<file path="src/rtl/fjsp_pkg.sv">
// Package for the flat JSON string dictionary parser.
// Holds the port payload types, byte classes, parse phases and character codes.
// No dependencies.
`timescale 1ns / 1ps
`default_nettype none

package fjsp_pkg;

  // Input transfer: one document byte and its last-byte flag
  typedef struct packed {
    logic [7:0] in_byte;
    logic       last_byte;
  } in_item_t;

  // Result transfer: decoded character, tags and status
  typedef struct packed {
    logic [7:0] out_byte;
    logic       byte_valid;
    logic       is_value;
    logic       field_end;
    logic [1:0] status;
  } result_t;

  // Status codes carried in result_t.status
  localparam logic [1:0] STATUS_RUN   = 2'd0;
  localparam logic [1:0] STATUS_DONE  = 2'd1;
  localparam logic [1:0] STATUS_ERROR = 2'd2;

  // Byte classes produced by the front end
  typedef enum logic [2:0] {
    CLS_OTHER  = 3'd0,
    CLS_SPACE  = 3'd1,
    CLS_QUOTE  = 3'd2,
    CLS_BSLASH = 3'd3,
    CLS_LET_T  = 3'd4,
    CLS_LET_N  = 3'd5
  } cls_t;

  // Classified byte held in the queue between front and back
  typedef struct packed {
    cls_t       cls;
    logic [7:0] raw;
    logic       last;
  } tok_t;

  // Parse phases; codes 6 and 7 behave as PH_WAIT
  typedef enum logic [2:0] {
    PH_OPEN  = 3'd0,
    PH_KEY   = 3'd1,
    PH_COLON = 3'd2,
    PH_VALUE = 3'd3,
    PH_SEP   = 3'd4,
    PH_WAIT  = 3'd5
  } phase_t;

  // Character codes
  localparam logic [7:0] CH_QUOTE  = 8'h22;
  localparam logic [7:0] CH_BSLASH = 8'h5C;
  localparam logic [7:0] CH_TAB    = 8'h09;
  localparam logic [7:0] CH_NL     = 8'h0A;
  localparam logic [7:0] CH_SPACE  = 8'h20;
  localparam logic [7:0] CH_LET_T  = 8'h74;
  localparam logic [7:0] CH_LET_N  = 8'h6E;
  localparam logic [7:0] CH_OPEN   = 8'h7B;
  localparam logic [7:0] CH_COLON  = 8'h3A;
  localparam logic [7:0] CH_COMMA  = 8'h2C;
  localparam logic [7:0] CH_CLOSE  = 8'h7D;

endpackage

`default_nettype wire

</file>
<file path="src/rtl/fjsp_front.sv">
// Front end: classifies each accepted byte and queues it for the parser.
// Depends on fjsp_pkg.
`timescale 1ns / 1ps
`default_nettype none

module fjsp_front
  import fjsp_pkg::*;
#(
  parameter int DEPTH = 4
) (
  input  wire logic     clk,
  input  wire logic     rst,
  input  wire in_item_t item,
  input  wire logic     push,
  output logic          full,
  output tok_t          tok,
  output logic          tok_avail,
  input  wire logic     tok_take
);

  localparam int PTR_W = (DEPTH > 1) ? $clog2(DEPTH) : 1;
  localparam int CNT_W = $clog2(DEPTH + 1);

  tok_t             q [DEPTH];
  logic [PTR_W-1:0] wr_ptr;
  logic [PTR_W-1:0] rd_ptr;
  logic [CNT_W-1:0] count;
  tok_t             tok_in;
  logic             wr_en;
  logic             rd_en;

  // Classify the incoming byte
  always_comb begin
    tok_in.raw  = item.in_byte;
    tok_in.last = item.last_byte;
    case (item.in_byte)
      CH_SPACE:  tok_in.cls = CLS_SPACE;
      CH_QUOTE:  tok_in.cls = CLS_QUOTE;
      CH_BSLASH: tok_in.cls = CLS_BSLASH;
      CH_LET_T:  tok_in.cls = CLS_LET_T;
      CH_LET_N:  tok_in.cls = CLS_LET_N;
      default:   tok_in.cls = CLS_OTHER;
    endcase
  end

  assign full      = (count == CNT_W'(DEPTH));
  assign tok_avail = (count != '0);
  assign tok       = q[rd_ptr];
  assign wr_en     = push && !full;
  assign rd_en     = tok_take && tok_avail;

  // Store the classified byte
  always_ff @(posedge clk) begin
    if (wr_en) begin
      q[wr_ptr] <= tok_in;
    end
  end

  // Advance pointers and occupancy
  always_ff @(posedge clk) begin
    if (rst) begin
      wr_ptr <= '0;
      rd_ptr <= '0;
      count  <= '0;
    end else begin
      if (wr_en) begin
        wr_ptr <= (wr_ptr == PTR_W'(DEPTH - 1)) ? '0 : wr_ptr + 1'b1;
      end
      if (rd_en) begin
        rd_ptr <= (rd_ptr == PTR_W'(DEPTH - 1)) ? '0 : rd_ptr + 1'b1;
      end
      if (wr_en && !rd_en) begin
        count <= count + 1'b1;
      end else if (rd_en && !wr_en) begin
        count <= count - 1'b1;
      end
    end
  end

endmodule

`default_nettype wire

</file>
<file path="src/rtl/fjsp_back.sv">
// Back end: grammar state machine, escape decoding and a two-entry result queue.
// Depends on fjsp_pkg.
`timescale 1ns / 1ps
`default_nettype none

module fjsp_back
  import fjsp_pkg::*;
(
  input  wire logic clk,
  input  wire logic rst,
  input  wire tok_t tok,
  input  wire logic tok_avail,
  output logic      tok_take,
  output result_t   result,
  output logic      empty,
  input  wire logic pop
);

  localparam int OUT_DEPTH = 2;

  // Parser state
  phase_t     phase;
  logic       in_string;
  logic       escape_pending;
  logic [1:0] token_length;
  logic [7:0] token_char;

  phase_t     phase_next;
  logic       in_string_next;
  logic       escape_pending_next;
  logic [1:0] token_length_next;
  logic [7:0] token_char_next;

  // Decode intermediates
  logic       wait_ph;
  logic       field;
  logic       add;
  logic [7:0] dec_char;
  logic       tok_done;
  logic       single;
  logic       esc_err;
  logic       str_upd;
  logic       esc_upd;
  logic [1:0] tlen_upd;
  logic [7:0] tchar_upd;
  logic       is_open;
  logic       is_colon;
  logic       is_comma;
  logic       is_close;
  phase_t     ph_upd;
  logic       tok_err;
  logic       done;
  logic       err_any;
  logic       report;

  // Result generation
  logic       res_valid;
  result_t    res;

  // Result queue
  result_t    oq [OUT_DEPTH];
  logic       owr_ptr;
  logic       ord_ptr;
  logic [1:0] ocount;
  logic       out_wr;
  logic       out_rd;

  assign empty    = (ocount == 2'd0);
  assign out_rd   = pop && !empty;
  assign tok_take = tok_avail && ((ocount != 2'(OUT_DEPTH)) || out_rd);
  assign out_wr   = tok_take && res_valid;
  assign result   = oq[ord_ptr];

  // Classify the phase
  always_comb begin
    wait_ph = 1'b0;
    field   = 1'b0;
    unique case (phase) inside
      PH_OPEN, PH_COLON, PH_SEP: field = 1'b0;
      PH_KEY, PH_VALUE:          field = 1'b1;
      default:                   wait_ph = 1'b1;
    endcase
  end

  // Decode the byte against the string and escape state
  always_comb begin
    add       = 1'b0;
    dec_char  = tok.raw;
    tok_done  = 1'b0;
    single    = 1'b0;
    esc_err   = 1'b0;
    str_upd   = in_string;
    esc_upd   = escape_pending;
    tlen_upd  = token_length;
    tchar_upd = token_char;
    if (in_string) begin
      if (escape_pending) begin
        esc_upd = 1'b0;
        case (tok.cls)
          CLS_LET_T: begin
            add      = 1'b1;
            dec_char = CH_TAB;
          end
          CLS_LET_N: begin
            add      = 1'b1;
            dec_char = CH_NL;
          end
          CLS_BSLASH, CLS_QUOTE: add = 1'b1;
          default: esc_err = 1'b1;
        endcase
      end else if (tok.cls == CLS_QUOTE) begin
        str_upd  = 1'b0;
        tok_done = 1'b1;
      end else if (tok.cls == CLS_BSLASH) begin
        esc_upd = 1'b1;
      end else begin
        add = 1'b1;
      end
      // Collect structural token characters, saturating the length at two
      if (add && !field) begin
        if (token_length == 2'd0) begin
          tchar_upd = dec_char;
        end
        if (token_length != 2'd2) begin
          tlen_upd = token_length + 1'b1;
        end
      end
    end else if (tok.cls == CLS_SPACE) begin
      str_upd = in_string;
    end else if (tok.cls == CLS_QUOTE) begin
      str_upd   = 1'b1;
      esc_upd   = 1'b0;
      tlen_upd  = 2'd0;
      tchar_upd = 8'd0;
    end else begin
      tlen_upd  = 2'd1;
      tchar_upd = tok.raw;
      tok_done  = 1'b1;
      single    = 1'b1;
    end
  end

  assign is_open  = (tlen_upd == 2'd1) && (tchar_upd == CH_OPEN);
  assign is_colon = (tlen_upd == 2'd1) && (tchar_upd == CH_COLON);
  assign is_comma = (tlen_upd == 2'd1) && (tchar_upd == CH_COMMA);
  assign is_close = (tlen_upd == 2'd1) && (tchar_upd == CH_CLOSE);

  // Check the finished token against the grammar
  always_comb begin
    ph_upd  = phase;
    tok_err = 1'b0;
    done    = 1'b0;
    if (tok_done) begin
      unique case (phase)
        PH_OPEN: begin
          if (is_open) ph_upd = PH_KEY;
          else tok_err = 1'b1;
        end
        PH_KEY:   ph_upd = PH_COLON;
        PH_VALUE: ph_upd = PH_SEP;
        PH_COLON: begin
          if (is_colon) ph_upd = PH_VALUE;
          else tok_err = 1'b1;
        end
        default: begin
          if (is_comma) ph_upd = PH_KEY;
          else if (is_close) done = 1'b1;
          else tok_err = 1'b1;
        end
      endcase
    end
    err_any = esc_err || tok_err || (tok.last && !done);
    report  = err_any || done;
  end

  // Next state
  always_comb begin
    phase_next          = phase;
    in_string_next      = in_string;
    escape_pending_next = escape_pending;
    token_length_next   = token_length;
    token_char_next     = token_char;
    if (wait_ph || (report && tok.last)) begin
      // Start over after the last byte; otherwise hold while waiting
      if (tok.last) begin
        phase_next          = PH_OPEN;
        in_string_next      = 1'b0;
        escape_pending_next = 1'b0;
        token_length_next   = 2'd0;
        token_char_next     = 8'd0;
      end
    end else if (report) begin
      phase_next          = PH_WAIT;
      in_string_next      = 1'b0;
      escape_pending_next = 1'b0;
      token_length_next   = tlen_upd;
      token_char_next     = tchar_upd;
    end else begin
      phase_next          = ph_upd;
      in_string_next      = str_upd;
      escape_pending_next = esc_upd;
      token_length_next   = tlen_upd;
      token_char_next     = tchar_upd;
    end
  end

  // Outputs of the state machine: one result or none per byte
  always_comb begin
    res_valid      = 1'b0;
    res.out_byte   = 8'd0;
    res.byte_valid = 1'b0;
    res.is_value   = 1'b0;
    res.field_end  = 1'b0;
    res.status     = STATUS_RUN;
    if (!wait_ph) begin
      if (report) begin
        res_valid  = 1'b1;
        res.status = err_any ? STATUS_ERROR : STATUS_DONE;
      end else if (add && field) begin
        res_valid      = 1'b1;
        res.out_byte   = dec_char;
        res.byte_valid = 1'b1;
        res.is_value   = (phase == PH_VALUE);
      end else if (tok_done && field) begin
        res_valid      = 1'b1;
        res.out_byte   = single ? tok.raw : 8'd0;
        res.byte_valid = single;
        res.is_value   = (phase == PH_VALUE);
        res.field_end  = 1'b1;
      end
    end
  end

  // Update parser state on each transfer from the queue
  always_ff @(posedge clk) begin
    if (rst) begin
      phase          <= PH_OPEN;
      in_string      <= 1'b0;
      escape_pending <= 1'b0;
      token_length   <= 2'd0;
      token_char     <= 8'd0;
    end else if (tok_take) begin
      phase          <= phase_next;
      in_string      <= in_string_next;
      escape_pending <= escape_pending_next;
      token_length   <= token_length_next;
      token_char     <= token_char_next;
    end
  end

  // Store results
  always_ff @(posedge clk) begin
    if (out_wr) begin
      oq[owr_ptr] <= res;
    end
  end

  // Advance result queue pointers and occupancy
  always_ff @(posedge clk) begin
    if (rst) begin
      owr_ptr <= 1'b0;
      ord_ptr <= 1'b0;
      ocount  <= 2'd0;
    end else begin
      if (out_wr) owr_ptr <= ~owr_ptr;
      if (out_rd) ord_ptr <= ~ord_ptr;
      if (out_wr && !out_rd) begin
        ocount <= ocount + 1'b1;
      end else if (out_rd && !out_wr) begin
        ocount <= ocount - 1'b1;
      end
    end
  end

endmodule

`default_nettype wire

</file>
<file path="src/rtl/flat_json_string_dict_parser_unit.sv">
// A byte is registered in the input queue, then its result, if any, in the result queue.
// Throughput: one byte per cycle while the result queue has room or is read; the input
// queue (QUEUE_DEPTH entries) and the two-entry result queue absorb stalls on either side.
// Reset: synchronous, active high; clears both queues and returns the parser to
// expect an opening brace. No clearing pass. Depends on fjsp_pkg, fjsp_front and fjsp_back.
// Top level: wires the classifying front end to the parsing back end.
`timescale 1ns / 1ps
`default_nettype none

module flat_json_string_dict_parser_unit
  import fjsp_pkg::*;
#(
  parameter int QUEUE_DEPTH = 4
) (
  input  wire logic     clk,
  input  wire logic     rst,
  input  wire in_item_t item,
  input  wire logic     push,
  output logic          full,
  output result_t       result,
  output logic          empty,
  input  wire logic     pop
);

  tok_t tok;
  logic tok_avail;
  logic tok_take;

  // Classify and queue incoming bytes
  fjsp_front #(
    .DEPTH (QUEUE_DEPTH)
  ) u_front (
    .clk       (clk),
    .rst       (rst),
    .item      (item),
    .push      (push),
    .full      (full),
    .tok       (tok),
    .tok_avail (tok_avail),
    .tok_take  (tok_take)
  );

  // Parse and queue results
  fjsp_back u_back (
    .clk       (clk),
    .rst       (rst),
    .tok       (tok),
    .tok_avail (tok_avail),
    .tok_take  (tok_take),
    .result    (result),
    .empty     (empty),
    .pop       (pop)
  );

endmodule

`default_nettype wire

</file>
<file path="config.mk">
export PLATFORM = sky130hd
export DESIGN_NAME = flat_json_string_dict_parser_unit
export DESIGN_NICKNAME = d
export VERILOG_FILES = /design/src/rtl/fjsp_pkg.sv /design/src/rtl/fjsp_front.sv /design/src/rtl/fjsp_back.sv /design/src/rtl/flat_json_string_dict_parser_unit.sv
export SDC_FILE = /design/constraint.sdc
export NUM_CORES = 1
export LEC_CHECK = 0
export ABC_AREA = 0
export BUFFER_PORTS_ARGS = -buffer_cell sky130_fd_sc_hd__clkbuf_2
export CAP_MARGIN = 40
export CORE_UTILIZATION = 60
export CTS_CLUSTER_SIZE = 12
export DETAILED_ROUTE_END_ITERATION = 7
export PLACE_DENSITY = 0.87
export SLEW_MARGIN = 40
export SYNTH_ARGS = -nofsm -noshare
export SYNTH_HDL_FRONTEND = slang
export SYNTH_SLANG_ARGS = --single-unit
</file>
<file path="constraint.sdc">
create_clock -name clk -period 9.1 [get_ports clk]
set_input_delay 1.82 -clock clk [delete_from_list [all_inputs] [get_ports clk]]
set_output_delay 1.82 -clock clk [all_outputs]
set_load 0.05 [all_outputs]
</file>
# == Word level (Yosys, flattened, before mapping) ==
# Memories as Yosys holds them, arrays and structs flattened. A register that Yosys moved wholly into a read port is not among the register bits.
# Cells that the tools add are included.
# word_totals
reg_bits,26
ram_bits,74
inputBits,13
output_inout_bits,15
memories,2
# mem_list
name,depth,word_bits,rd,rd_ports_with_merged_regs,write_ports,line,text
u_front.q,4,12,1,1,1,fjsp_front.sv:24,tok_t q [DEPTH];
u_back.oq,2,13,1,1,1,fjsp_back.sv:61,result_t oq [OUT_DEPTH];
# op_classes
add_sub_neg,7
eq_ne,28
n_mux,93
bitwise,2
reduce_logical,47
# ops
op,n
$mux 8,10
$mux 1,52
$eq 8x7->1 const B,5
$eq 8x6->1 const B,4
$mux 2,14
$mux 3,9
$mux 11,2
$logic_and 1x1->1,18
$pmux 8 s2,1
$pmux 3 s5,1
$mux 13,1
$eq 3x2->1 const B,4
$eq 3x3->1 const B,4
$ne 4x2->1 const B,3
$pmux 3 s4,1
$mux 10,1
$add 2x1->2 const B,4
$logic_not 1->1,8
$reduce_or 4->1,2
$reduce_bool 7->1,1
$eq 3x1->1 const B,2
$reduce_and 6->1,1
$reduce_bool 3->1,2
$logic_or 1x1->1,5
other kinds (17),22

# == Depth between registers and ports, before layout ==
# Gate-level depths: netlist of the first run.
# depth
word_depth,25
mapped_depth,15
depth_no_buf,14

# == Hierarchy ==
# A second synthesis of the first run with hierarchy kept.
# unflattened
cells_unflattened,416
hier_area_um2,5157.4
# by_module_without_submodules
mod,instances,cells_each,area_each_um2,seq_area_each_um2
fjsp_back,1,289,2835.2,1181.1
fjsp_front,1,127,2322.2,1621.6

# == Worst setup path after synthesis of the first run ==
# No wires, ideal clock.
# synth_path
path_kind,input to register
startpoint,input pop
endpoint,memory u_back.oq[0][0] (netlist bit) (enable)
t_arrival_ns,3.228
t_required_ns,8.716
slack_ns,5.489
cell_stages,7
path_cell_list,nor3b_1 -> nor2_1 -> nand2_1 -> nor2_1 -> o21ai_1 -> o21ai_1 -> nor2b_1
# synth_between
elab_chain_len,6
# synth_rtl
item,line,text
"start, declared",flat_json_string_dict_parser_unit.sv:22,input wire logic pop
$logic_and 1x1->1,fjsp_back.sv:69,assign out_rd = pop && !empty;
$logic_or 1x1->1,fjsp_back.sv:70,assign tok_take = tok_avail && ((ocount != 2'(OUT_DEPTH)) || out_rd);
$logic_and 1x1->1,fjsp_back.sv:70,
$logic_and 1x1->1,fjsp_back.sv:71,assign out_wr = tok_take && res_valid;
$mux 1,fjsp_back.sv:253,if (out_wr) begin
$mux 1 (implied by the code),fjsp_back.sv:254,oq[owr_ptr] <= res;
"end, declared",fjsp_back.sv:61,
# No other way between the ends.

==> results of run 1 <==
==> cells by family after synthesis <==
family	share of synthesized area [%]
and+or+nand+nor	15.7
AOI/OAI and AO/OA	15.6
DFF	52.4
buffers and inverters	3.04
muxes	9.51
adders and majority gates	2.48
xor gates and xnor gates	1.31
==> layout by cell type, fill, tap and decap left out, types with 10 or more instances in the layout <==
master and count:
sky130_fd_sc_hd__clkbuf_2 27, sky130_fd_sc_hd__mux2_2 13, sky130_fd_sc_hd__o21ai_0 14, sky130_fd_sc_hd__and2_1 10
sky130_fd_sc_hd__inv_1 13, sky130_fd_sc_hd__nor2_1 46, sky130_fd_sc_hd__dfxtp_1 27, sky130_fd_sc_hd__nand2_1 26
sky130_fd_sc_hd__edfxtp_1 74, sky130_fd_sc_hd__a21oi_1 19
==> flip-flops by register name, indices dropped and copies added (netlist names), named ones only <==
register               count
u_front.q                 48
u_back.oq                 26
u_back.token_char          8
u_back.phase               3
u_front.count              3
u_back.ocount              2
u_back.token_length        2
u_front.rd_ptr             2
u_front.wr_ptr             2
u_back.escape_pending      1
u_back.in_string           1
u_back.ord_ptr             1
u_back.owr_ptr             1
==> metrics by stage <==
step | instance area (sq um) | total power, mW
2_1_floorplan | 5350 | 1.60
3_3_place_gp | 5520 | 1.79
3_5_place_dp | 5520 | 1.82
4_1_cts | 5750 | 2.14
5_1_grt | 5750 | 2.29
6_report | 5750 | 2.16
==> worst register-to-register path: stages, from the launching register on <==
cell	delay [ps]
sky130_fd_sc_hd__dfxtp_1	800
sky130_fd_sc_hd__nand2b_1	260
sky130_fd_sc_hd__o22ai_1	120
sky130_fd_sc_hd__nor3_1	580
sky130_fd_sc_hd__or2_1	360
sky130_fd_sc_hd__a31o_2	230
sky130_fd_sc_hd__nand4_2	180
sky130_fd_sc_hd__or4b_4	560
sky130_fd_sc_hd__o21ai_1	150
sky130_fd_sc_hd__o21ai_1	130
sky130_fd_sc_hd__ha_1	360
sky130_fd_sc_hd__or3_1	370
sky130_fd_sc_hd__a21oi_1	140
==> final cells by class <==
type                       count  share of cell area (%)
tap                          108                    2.35
clock inverter                 7                    1.81
sequential                   103                    48.8
inverter                      13                   0.848
multi-input combinational    316                    41.6
clock buffer                   9                    2.15
timing repair buffer          28                    2.48
==> final timing paths <==
| kind | to | slack (ps) | cells past startpoint |
|---|---|---|---|
| setup reg to reg | u_back.ocount[1] | 4780 | 12 |
| setup / recovery | u_back.ocount[1] | 4780 | 12 |
| hold / removal | u_front.count[2] | 520 | 2 |
| hold reg to reg | u_front.count[2] | 520 | 2 |
==> power by group <==
group | total [mW] | internal [mW] | leakage (nW) | switching, mW
Combinational | 1.09 | 0.395 | 1.02 | 0.698
Sequential | 0.745 | 0.640 | 0.928 | 0.105
Clock | 0.321 | 0.159 | 0.115 | 0.162
==> metal layers <==
layer	share of wire [%]	global-route usage (%)	up-vias	routed length, um
li1	-	-	1775	-
met1	41	32.3	1732	4520
met2	49	43.9	196	5390
met3	6.4	3.44	37	700
met4	2.7	11.2	0	300
met5	0	0	-	0
==> key figures, run 1 <==
Floorplan
  – DIE AREA: approximately 9300 sq um
  – Number of top-level pins: 28
  – Die span in x: roughly 96 um
  – Core outline area: approximately 8700 sq um
  – Std cell rows: 34
  – Die span in y: just under 100 um
  – Initial standard-cell utilization of the core: 61.7%

Placement
  – Hpwl dp: between 7 and 8 mm
  – IO Port Bufs: 27
  – Post-placement worst setup slack: around 5000 ps
  – Routability congestion estimate from global placement: a little under 1
  – Placed instance count: 568

Logic synthesis
  – Most instantiated library cell after synthesis: sky130_fd_sc_hd__edfxtp_1
  – Share of flip-flops with an asynchronous set or reset: 0%
  – Number of distinct library cell variants in the gate-level netlist after synthesis: 81
  – Biggest area consumer among synthesized cells: sky130_fd_sc_hd__edfxtp_1
  – Most used standard cells in the synthesized netlist: 74 x sky130_fd_sc_hd__edfxtp_1, 46 x sky130_fd_sc_hd__nor2_1, 29 x sky130_fd_sc_hd__dfxtp_1, 26 x sky130_fd_sc_hd__nand2_1, 20 x sky130_fd_sc_hd__a21oi_1
  – Avg Cell Area, Syn: roughly 12 sq um
  – Dominant register cell in the synthesized netlist: sky130_fd_sc_hd__edfxtp_1
  – Cells after synthesis: approximately 450
  – Count of yosys warnings during synthesis: 0
  – Net count after synthesis: 477
  – Number of enable-type register cells in the synthesized netlist: 74
  – Share of Yosys cell area claimed by the top area cell type: 41.5%
  – Post-synthesis cell area: around 5400 sq um
  – Fraction of the yosys area taken by sequential cells: ~52%
  – Number of storage elements in the synthesis netlist: ~100
  – Most area-consuming cells after synthesis: sky130_fd_sc_hd__edfxtp_1 42%, sky130_fd_sc_hd__dfxtp_1 11%, sky130_fd_sc_hd__mux4_1 3.4%

Clock network
  – Clock H-tree levels: 3
  – Number of clock buffers inserted by TritonCTS: 9
  – Sink count of the clock tree: slightly above 100
  – Setup bufs post-CTS: 0
  – Clock network latency to the later pin of the worst-skew pair: ~370 ps
  – Largest buffer count on any clock path: 2
  – Resize count post-CTS: 0
  – Clock transition at the registers of the reported paths: 100 ps
  – Clock root buffer master: sky130_fd_sc_hd__clkbuf_8
  – TritonCTS clock tree: done
  – # hold bufs at CTS: 0

STA
  – Post-route worst setup slack: 4780 ps
  – Highest attainable clock frequency: approximately 230 MHz
  – RSZ-0062 raised after global routing: no
  – Period Utilization, post-route: between 40 and 50%
  – Shortest clock period the worst path allows after layout: between 4000 and 5000 ps
  – Worst slew margin relative to its limit: between 40% and 50%
  – Min Hold Slack: just over 500 ps
  – Max-slew violation count: 0
  – Largest clock skew in the final design: about 13 ps
  – Final-report hold violation count: 0
  – Transition at the pin with the smallest max-transition slack: between 700 and 800 ps
  – Setup Viol. Count Final: 0
  – Total Negative Setup Slacks: 0 ps

GRT
  – Pin count of the biggest net entering global routing: 31
  – Global Route Usage Sum: roughly a quarter
  – Via count of the first global-routing pass: around 3.6k
  – Number of antenna violations at the first check in global routing: 0
  – Remaining Overflow, GRT: 0
  – Global-route wire length before repair: roughly 18 mm

Cells and area
  – Area occupied by multi-input gates: around 2400 sq um
  – Final std cells w/o fill: about 600
  – Final core occ: between 60 and 70%
  – Register area: ~2800 sq um
  – Fraction of final layout cells with drive strength greater than 1: 19.1%
  – Final antenna diode count: 0
  – Post-layout nets: 494
  – Fill cells: around 640
  – Post-synthesis to final-layout area growth: 7.48%

Power and ir drop
  – Worst supply voltage drop on vdd: 147 uV
  – Power density normalized to cell area: between 300 and 400 nW/um^2
  – Leakage: ~2.1 nW

Setup path
  – Largest fanout on the critical path: 19
  – Kind of cell with the highest combined delay on the critical path: simple AND/OR/NAND/NOR gates
  – CP Class: reg -> reg
  – Launching element type of the critical path: flip-flop
  – Worst-path cell chain: nand2b_1 > o22ai_1 > nor3_1 > or2_1 > a31o_2 > nand4_2 > or4b_4 > o21ai_1 > o21ai_1 > ha_1 > or3_1 > a21oi_1
  – Data arrival at the endpoint of the critical path: roughly 4600 ps
  – Endpoint kind of the worst setup timing path: flip-flop
  – Buffer and inverter count on the worst path: 0
  – Most frequent cell on the critical path: sky130_fd_sc_hd__o21ai_1
  – Slowest-stage cell, CP: sky130_fd_sc_hd__dfxtp_1
  – Required time at the worst-slack endpoint: 9390 ps
  – Maximum cell stage delay along the critical path: 800 ps

Drt
  – DR DRC count: 0
  – Initial DRC count: 424
  – Wire length after detailed routing: between 10 and 15 mm
  – Drt pass-1 iters: 7
  – Overall via count from detail_route: 3740
  – Residual antenna-violating net count after detailed routing: 0
  – Post-detailed-route via-to-cell ratio: approximately 6.4
  – Wire per inst: around 19 um

Hold path
  – Classification of the worst-slack hold path: reg -> reg
  – Source of the worst hold timing path: u_front.count[2]

Flow run
  – Number of max-cap violations: 0

Status
  – Run status: finished clean
(Power assumes the default switching activity.)
==> inputs of run 2 (changes only) <==
==> constraint.sdc (replaced) <==
create_clock -name clk -period 4.3 [get_ports clk]
set_input_delay 0.86 -clock clk [delete_from_list [all_inputs] [get_ports clk]]
set_output_delay 0.86 -clock clk [all_outputs]
set_load 0.05 [all_outputs]
==> key figures, run 2 (synthesis gave the netlist of run 1 again) <==
Status
  – Run status: finished clean (unchanged)

Cells and area
  – Top reg by flops: u_front.q (unchanged)
  – Post-layout nets: 506 (was 494)
  – Post-synthesis to final-layout area growth: 8.70% (was 7.48%)
  – Final antenna diode count: 0 (unchanged)
  – Commonest cells after routing, fill and taps aside: 74 x sky130_fd_sc_hd__edfxtp_1, 46 x sky130_fd_sc_hd__nor2_1, 27 x sky130_fd_sc_hd__dfxtp_1, 27 x sky130_fd_sc_hd__clkbuf_2, 26 x sky130_fd_sc_hd__nand2_1 (unchanged)
  – Most frequent standard cell in the layout excluding fill and tap cells: sky130_fd_sc_hd__edfxtp_1 (unchanged)
  – Largest registers: u_front.q: 48 flops, u_back.oq: 26 flops, u_back.token_char: 8 flops (unchanged)
  – Number of flip-flops under the largest register name: 48 (unchanged)
  – Fraction of final layout cells with drive strength greater than 1: 21.3% (was 19.1%)
  – Fill cells: 627 (was 643)

Setup path
  – Largest fanout on the critical path: 11 (was 19)
  – Data arrival at the endpoint of the critical path: 4230 ps (was 4620 ps)
  – Worst setup slack for register-to-register paths: 360 ps (was 4780 ps)
  – Worst Reg2Reg Path Length in Cells: 13 (was 12)
  – Launching element type of the critical path: flip-flop (unchanged)
  – Required time at the worst-slack endpoint: 4590 ps (was 9390 ps)
  – CP Class: reg -> reg (unchanged)
  – Endpoint kind of the worst setup timing path: flip-flop (unchanged)
  – Capture instance of the worst register-to-register path: u_back.ocount[1] (unchanged)

Power and ir drop
  – Proportion of power drawn by the clock network: 13.3% (was 14.9%)
  – Reported net switching power: 2.08 mW (was 0.964 mW)
  – Leakage: 2.11 nW (was 2.06 nW)
  – Fraction of power consumed by combinational cells: 53.7% (was 50.6%)
  – Sequential Power Share: 33.1% (was 34.5%)
  – Worst supply voltage drop on vdd: 361 uV (was 147 uV)
  – P_int: 2.55 mW (was 1.19 mW)
  – Power density normalized to cell area: 795 nW/um^2 (was 375 nW/um^2)
  – Switching fraction of total power: 44.9% (was 44.7%)

GRT
  – Pin count of the biggest net entering global routing: 31 (unchanged)
  – Remaining Overflow, GRT: 0 (unchanged)
  – Via count of the first global-routing pass: 3758 (was 3583)
  – Number of antenna violations at the first check in global routing: 0 (unchanged)
  – Global-route wire length before repair: 17.7 mm (about the same)
  – Global Route Usage Sum: 25.8% (was 25.6%)

Placement
  – Post-placement worst setup slack: 231 ps (was 4880 ps)
  – Routability congestion estimate from global placement: 0.966 (was 0.967)
  – IO Port Bufs: 27 (unchanged)
  – Hpwl dp: 8.03 mm (was 7.74 mm)

Drt
  – Wire length after detailed routing: 11.2 mm (was 10.9 mm)
  – DR DRC count: 0 (unchanged)
  – Drt pass-1 iters: 6 (was 7)
  – Post-detailed-route via-to-cell ratio: 6.60 (was 6.40)
  – Residual antenna-violating net count after detailed routing: 0 (unchanged)
  – Wire per inst: 18.7 um (about the same)
  – Overall via count from detail_route: 3935 (was 3740)
  – Initial DRC count: 382 (was 424)

Clock network
  – Sink count of the clock tree: 103 (unchanged)
  – Largest buffer count on any clock path: 2 (unchanged)
  – Clock network latency to the later pin of the worst-skew pair: 370 ps (about the same)
  – Number of clock buffers inserted by TritonCTS: 9 (unchanged)
  – Clock root buffer master: sky130_fd_sc_hd__clkbuf_8 (unchanged)
  – Clock transition at the registers of the reported paths: 100 ps (about the same)
  – Clock H-tree levels: 3 (unchanged)
  – TritonCTS clock tree: done (unchanged)

Floorplan
  – DIE AREA: 9300 sq um (unchanged)
  – Die span in y: 96.5 um (unchanged)
  – Std cell rows: 34 (unchanged)
  – Initial standard-cell utilization of the core: 61.7% (unchanged)
  – Die span in x: 96.5 um (unchanged)
  – Core outline area: 8680 sq um (unchanged)
  – Number of top-level pins: 28 (unchanged)

STA
  – Setup Viol. Count Final: 0 (unchanged)
  – Max-slew violation count: 0 (unchanged)
  – Min Hold Slack: 514 ps (was 516 ps)
  – Total Negative Setup Slacks: 0 ps (unchanged)
  – Final-report hold violation count: 0 (unchanged)
  – Shortest clock period the worst path allows after layout: 3940 ps (was 4320 ps)
  – Period Utilization, post-route: 91.5% (was 47.5%)
  – Post-route worst setup slack: 364 ps (was 4780 ps)
  – Transition at the pin with the smallest max-transition slack: 644 ps (was 774 ps)
  – Highest attainable clock frequency: 254 MHz (was 231 MHz)
  – RSZ-0062 raised after global routing: no (unchanged)
  – Largest clock skew in the final design: 11.0 ps (was 12.9 ps)
  – Worst slew margin relative to its limit: 56.9% (was 48.2%)

Hold path
  – Cell depth of the worst min-delay path: 2 (unchanged)
  – Source of the worst hold timing path: u_back.token_length[0] (was u_front.count[2])
  – Hold Crit Endpoint: u_back.token_length[0] (was u_front.count[2])
  – Classification of the worst-slack hold path: reg -> reg (unchanged)

Flow run
  – Number of max-cap violations: 0 (unchanged)
run 2: final cells by class:
type | count | area (sq um) | share of cell area (%)
clock inverter | 7 | 77.6 | 1.33
clock buffer | 9 | 124 | 2.13
timing repair buffer | 40 | 233 | 4.00
inverter | 13 | 48.8 | 0.839
sequential | 103 | 2810 | 48.2
tap | 108 | 135 | 2.32
multi-input combinational | 316 | 2390 | 41.2
run 2: timing repair:
item                       CTS  global route
hold buffers                 0             0
gates resized for setup      0             3
setup buffers                0             0
setup endpoints to repair    0             1
run 2: power by group through the flow:
stage,Clock (mW),Combinational [mW],Sequential [mW]
3_3_place_gp,0,2.37,1.53
3_5_place_dp,0,2.43,1.55
6_report,0.613,2.48,1.53
2_1_floorplan,0,1.94,1.45
5_1_grt,0.661,2.68,1.56
4_1_cts,0.622,2.44,1.53
run 2: per-stage QoR:
stage	std cells	power, mW	area (sq um)	util (%)
after detailed placement	580	3.97	5610	64.6
after global placement	580	3.90	5610	64.6
after global routing	596	4.90	5820	67.0
after floorplan	454	3.39	5350	-
after CTS	596	4.59	5810	67.0
final	596	4.63	5820	67.0
run 2: worst max path at each step:
| stage | startpoint | end | slack (ps) | cells past startpoint |
|---|---|---|---|---|
| after floorplan | flip-flop | u_back.oq[0][0] | 720 | 11 |
| after global placement | flip-flop | u_back.ocount[1] | 330 | 13 |
| after detailed placement | flip-flop | u_back.ocount[1] | 230 | 13 |
| after CTS | flip-flop | u_back.ocount[1] | 170 | 13 |
| after global routing | flip-flop | u_back.ocount[1] | 120 | 13 |
| final | flip-flop | u_back.ocount[1] | 360 | 13 |
run 2: per-layer routing:
layer	up-vias	track usage, %	part of all wire (%)
met5	-	0	0
met1	1855	31.5	41
met4	0	16.5	4.6
li1	1798	-	-
met3	57	3.68	6.5
met2	225	42.9	48
run 2: worst max-delay path: stages, from the launching register on:
cell and delay [ps]:
sky130_fd_sc_hd__dfxtp_2 430, sky130_fd_sc_hd__mux4_2 660, sky130_fd_sc_hd__and2b_1 310, sky130_fd_sc_hd__a32o_1 180, sky130_fd_sc_hd__a211oi_1 60, sky130_fd_sc_hd__a211oi_2 220
sky130_fd_sc_hd__nand4_2 220, sky130_fd_sc_hd__or4b_4 550, sky130_fd_sc_hd__o21ai_1 150, sky130_fd_sc_hd__o21ai_1 90, sky130_fd_sc_hd__buf_4 150, sky130_fd_sc_hd__ha_1 330
sky130_fd_sc_hd__or3_1 380, sky130_fd_sc_hd__a21oi_1 140
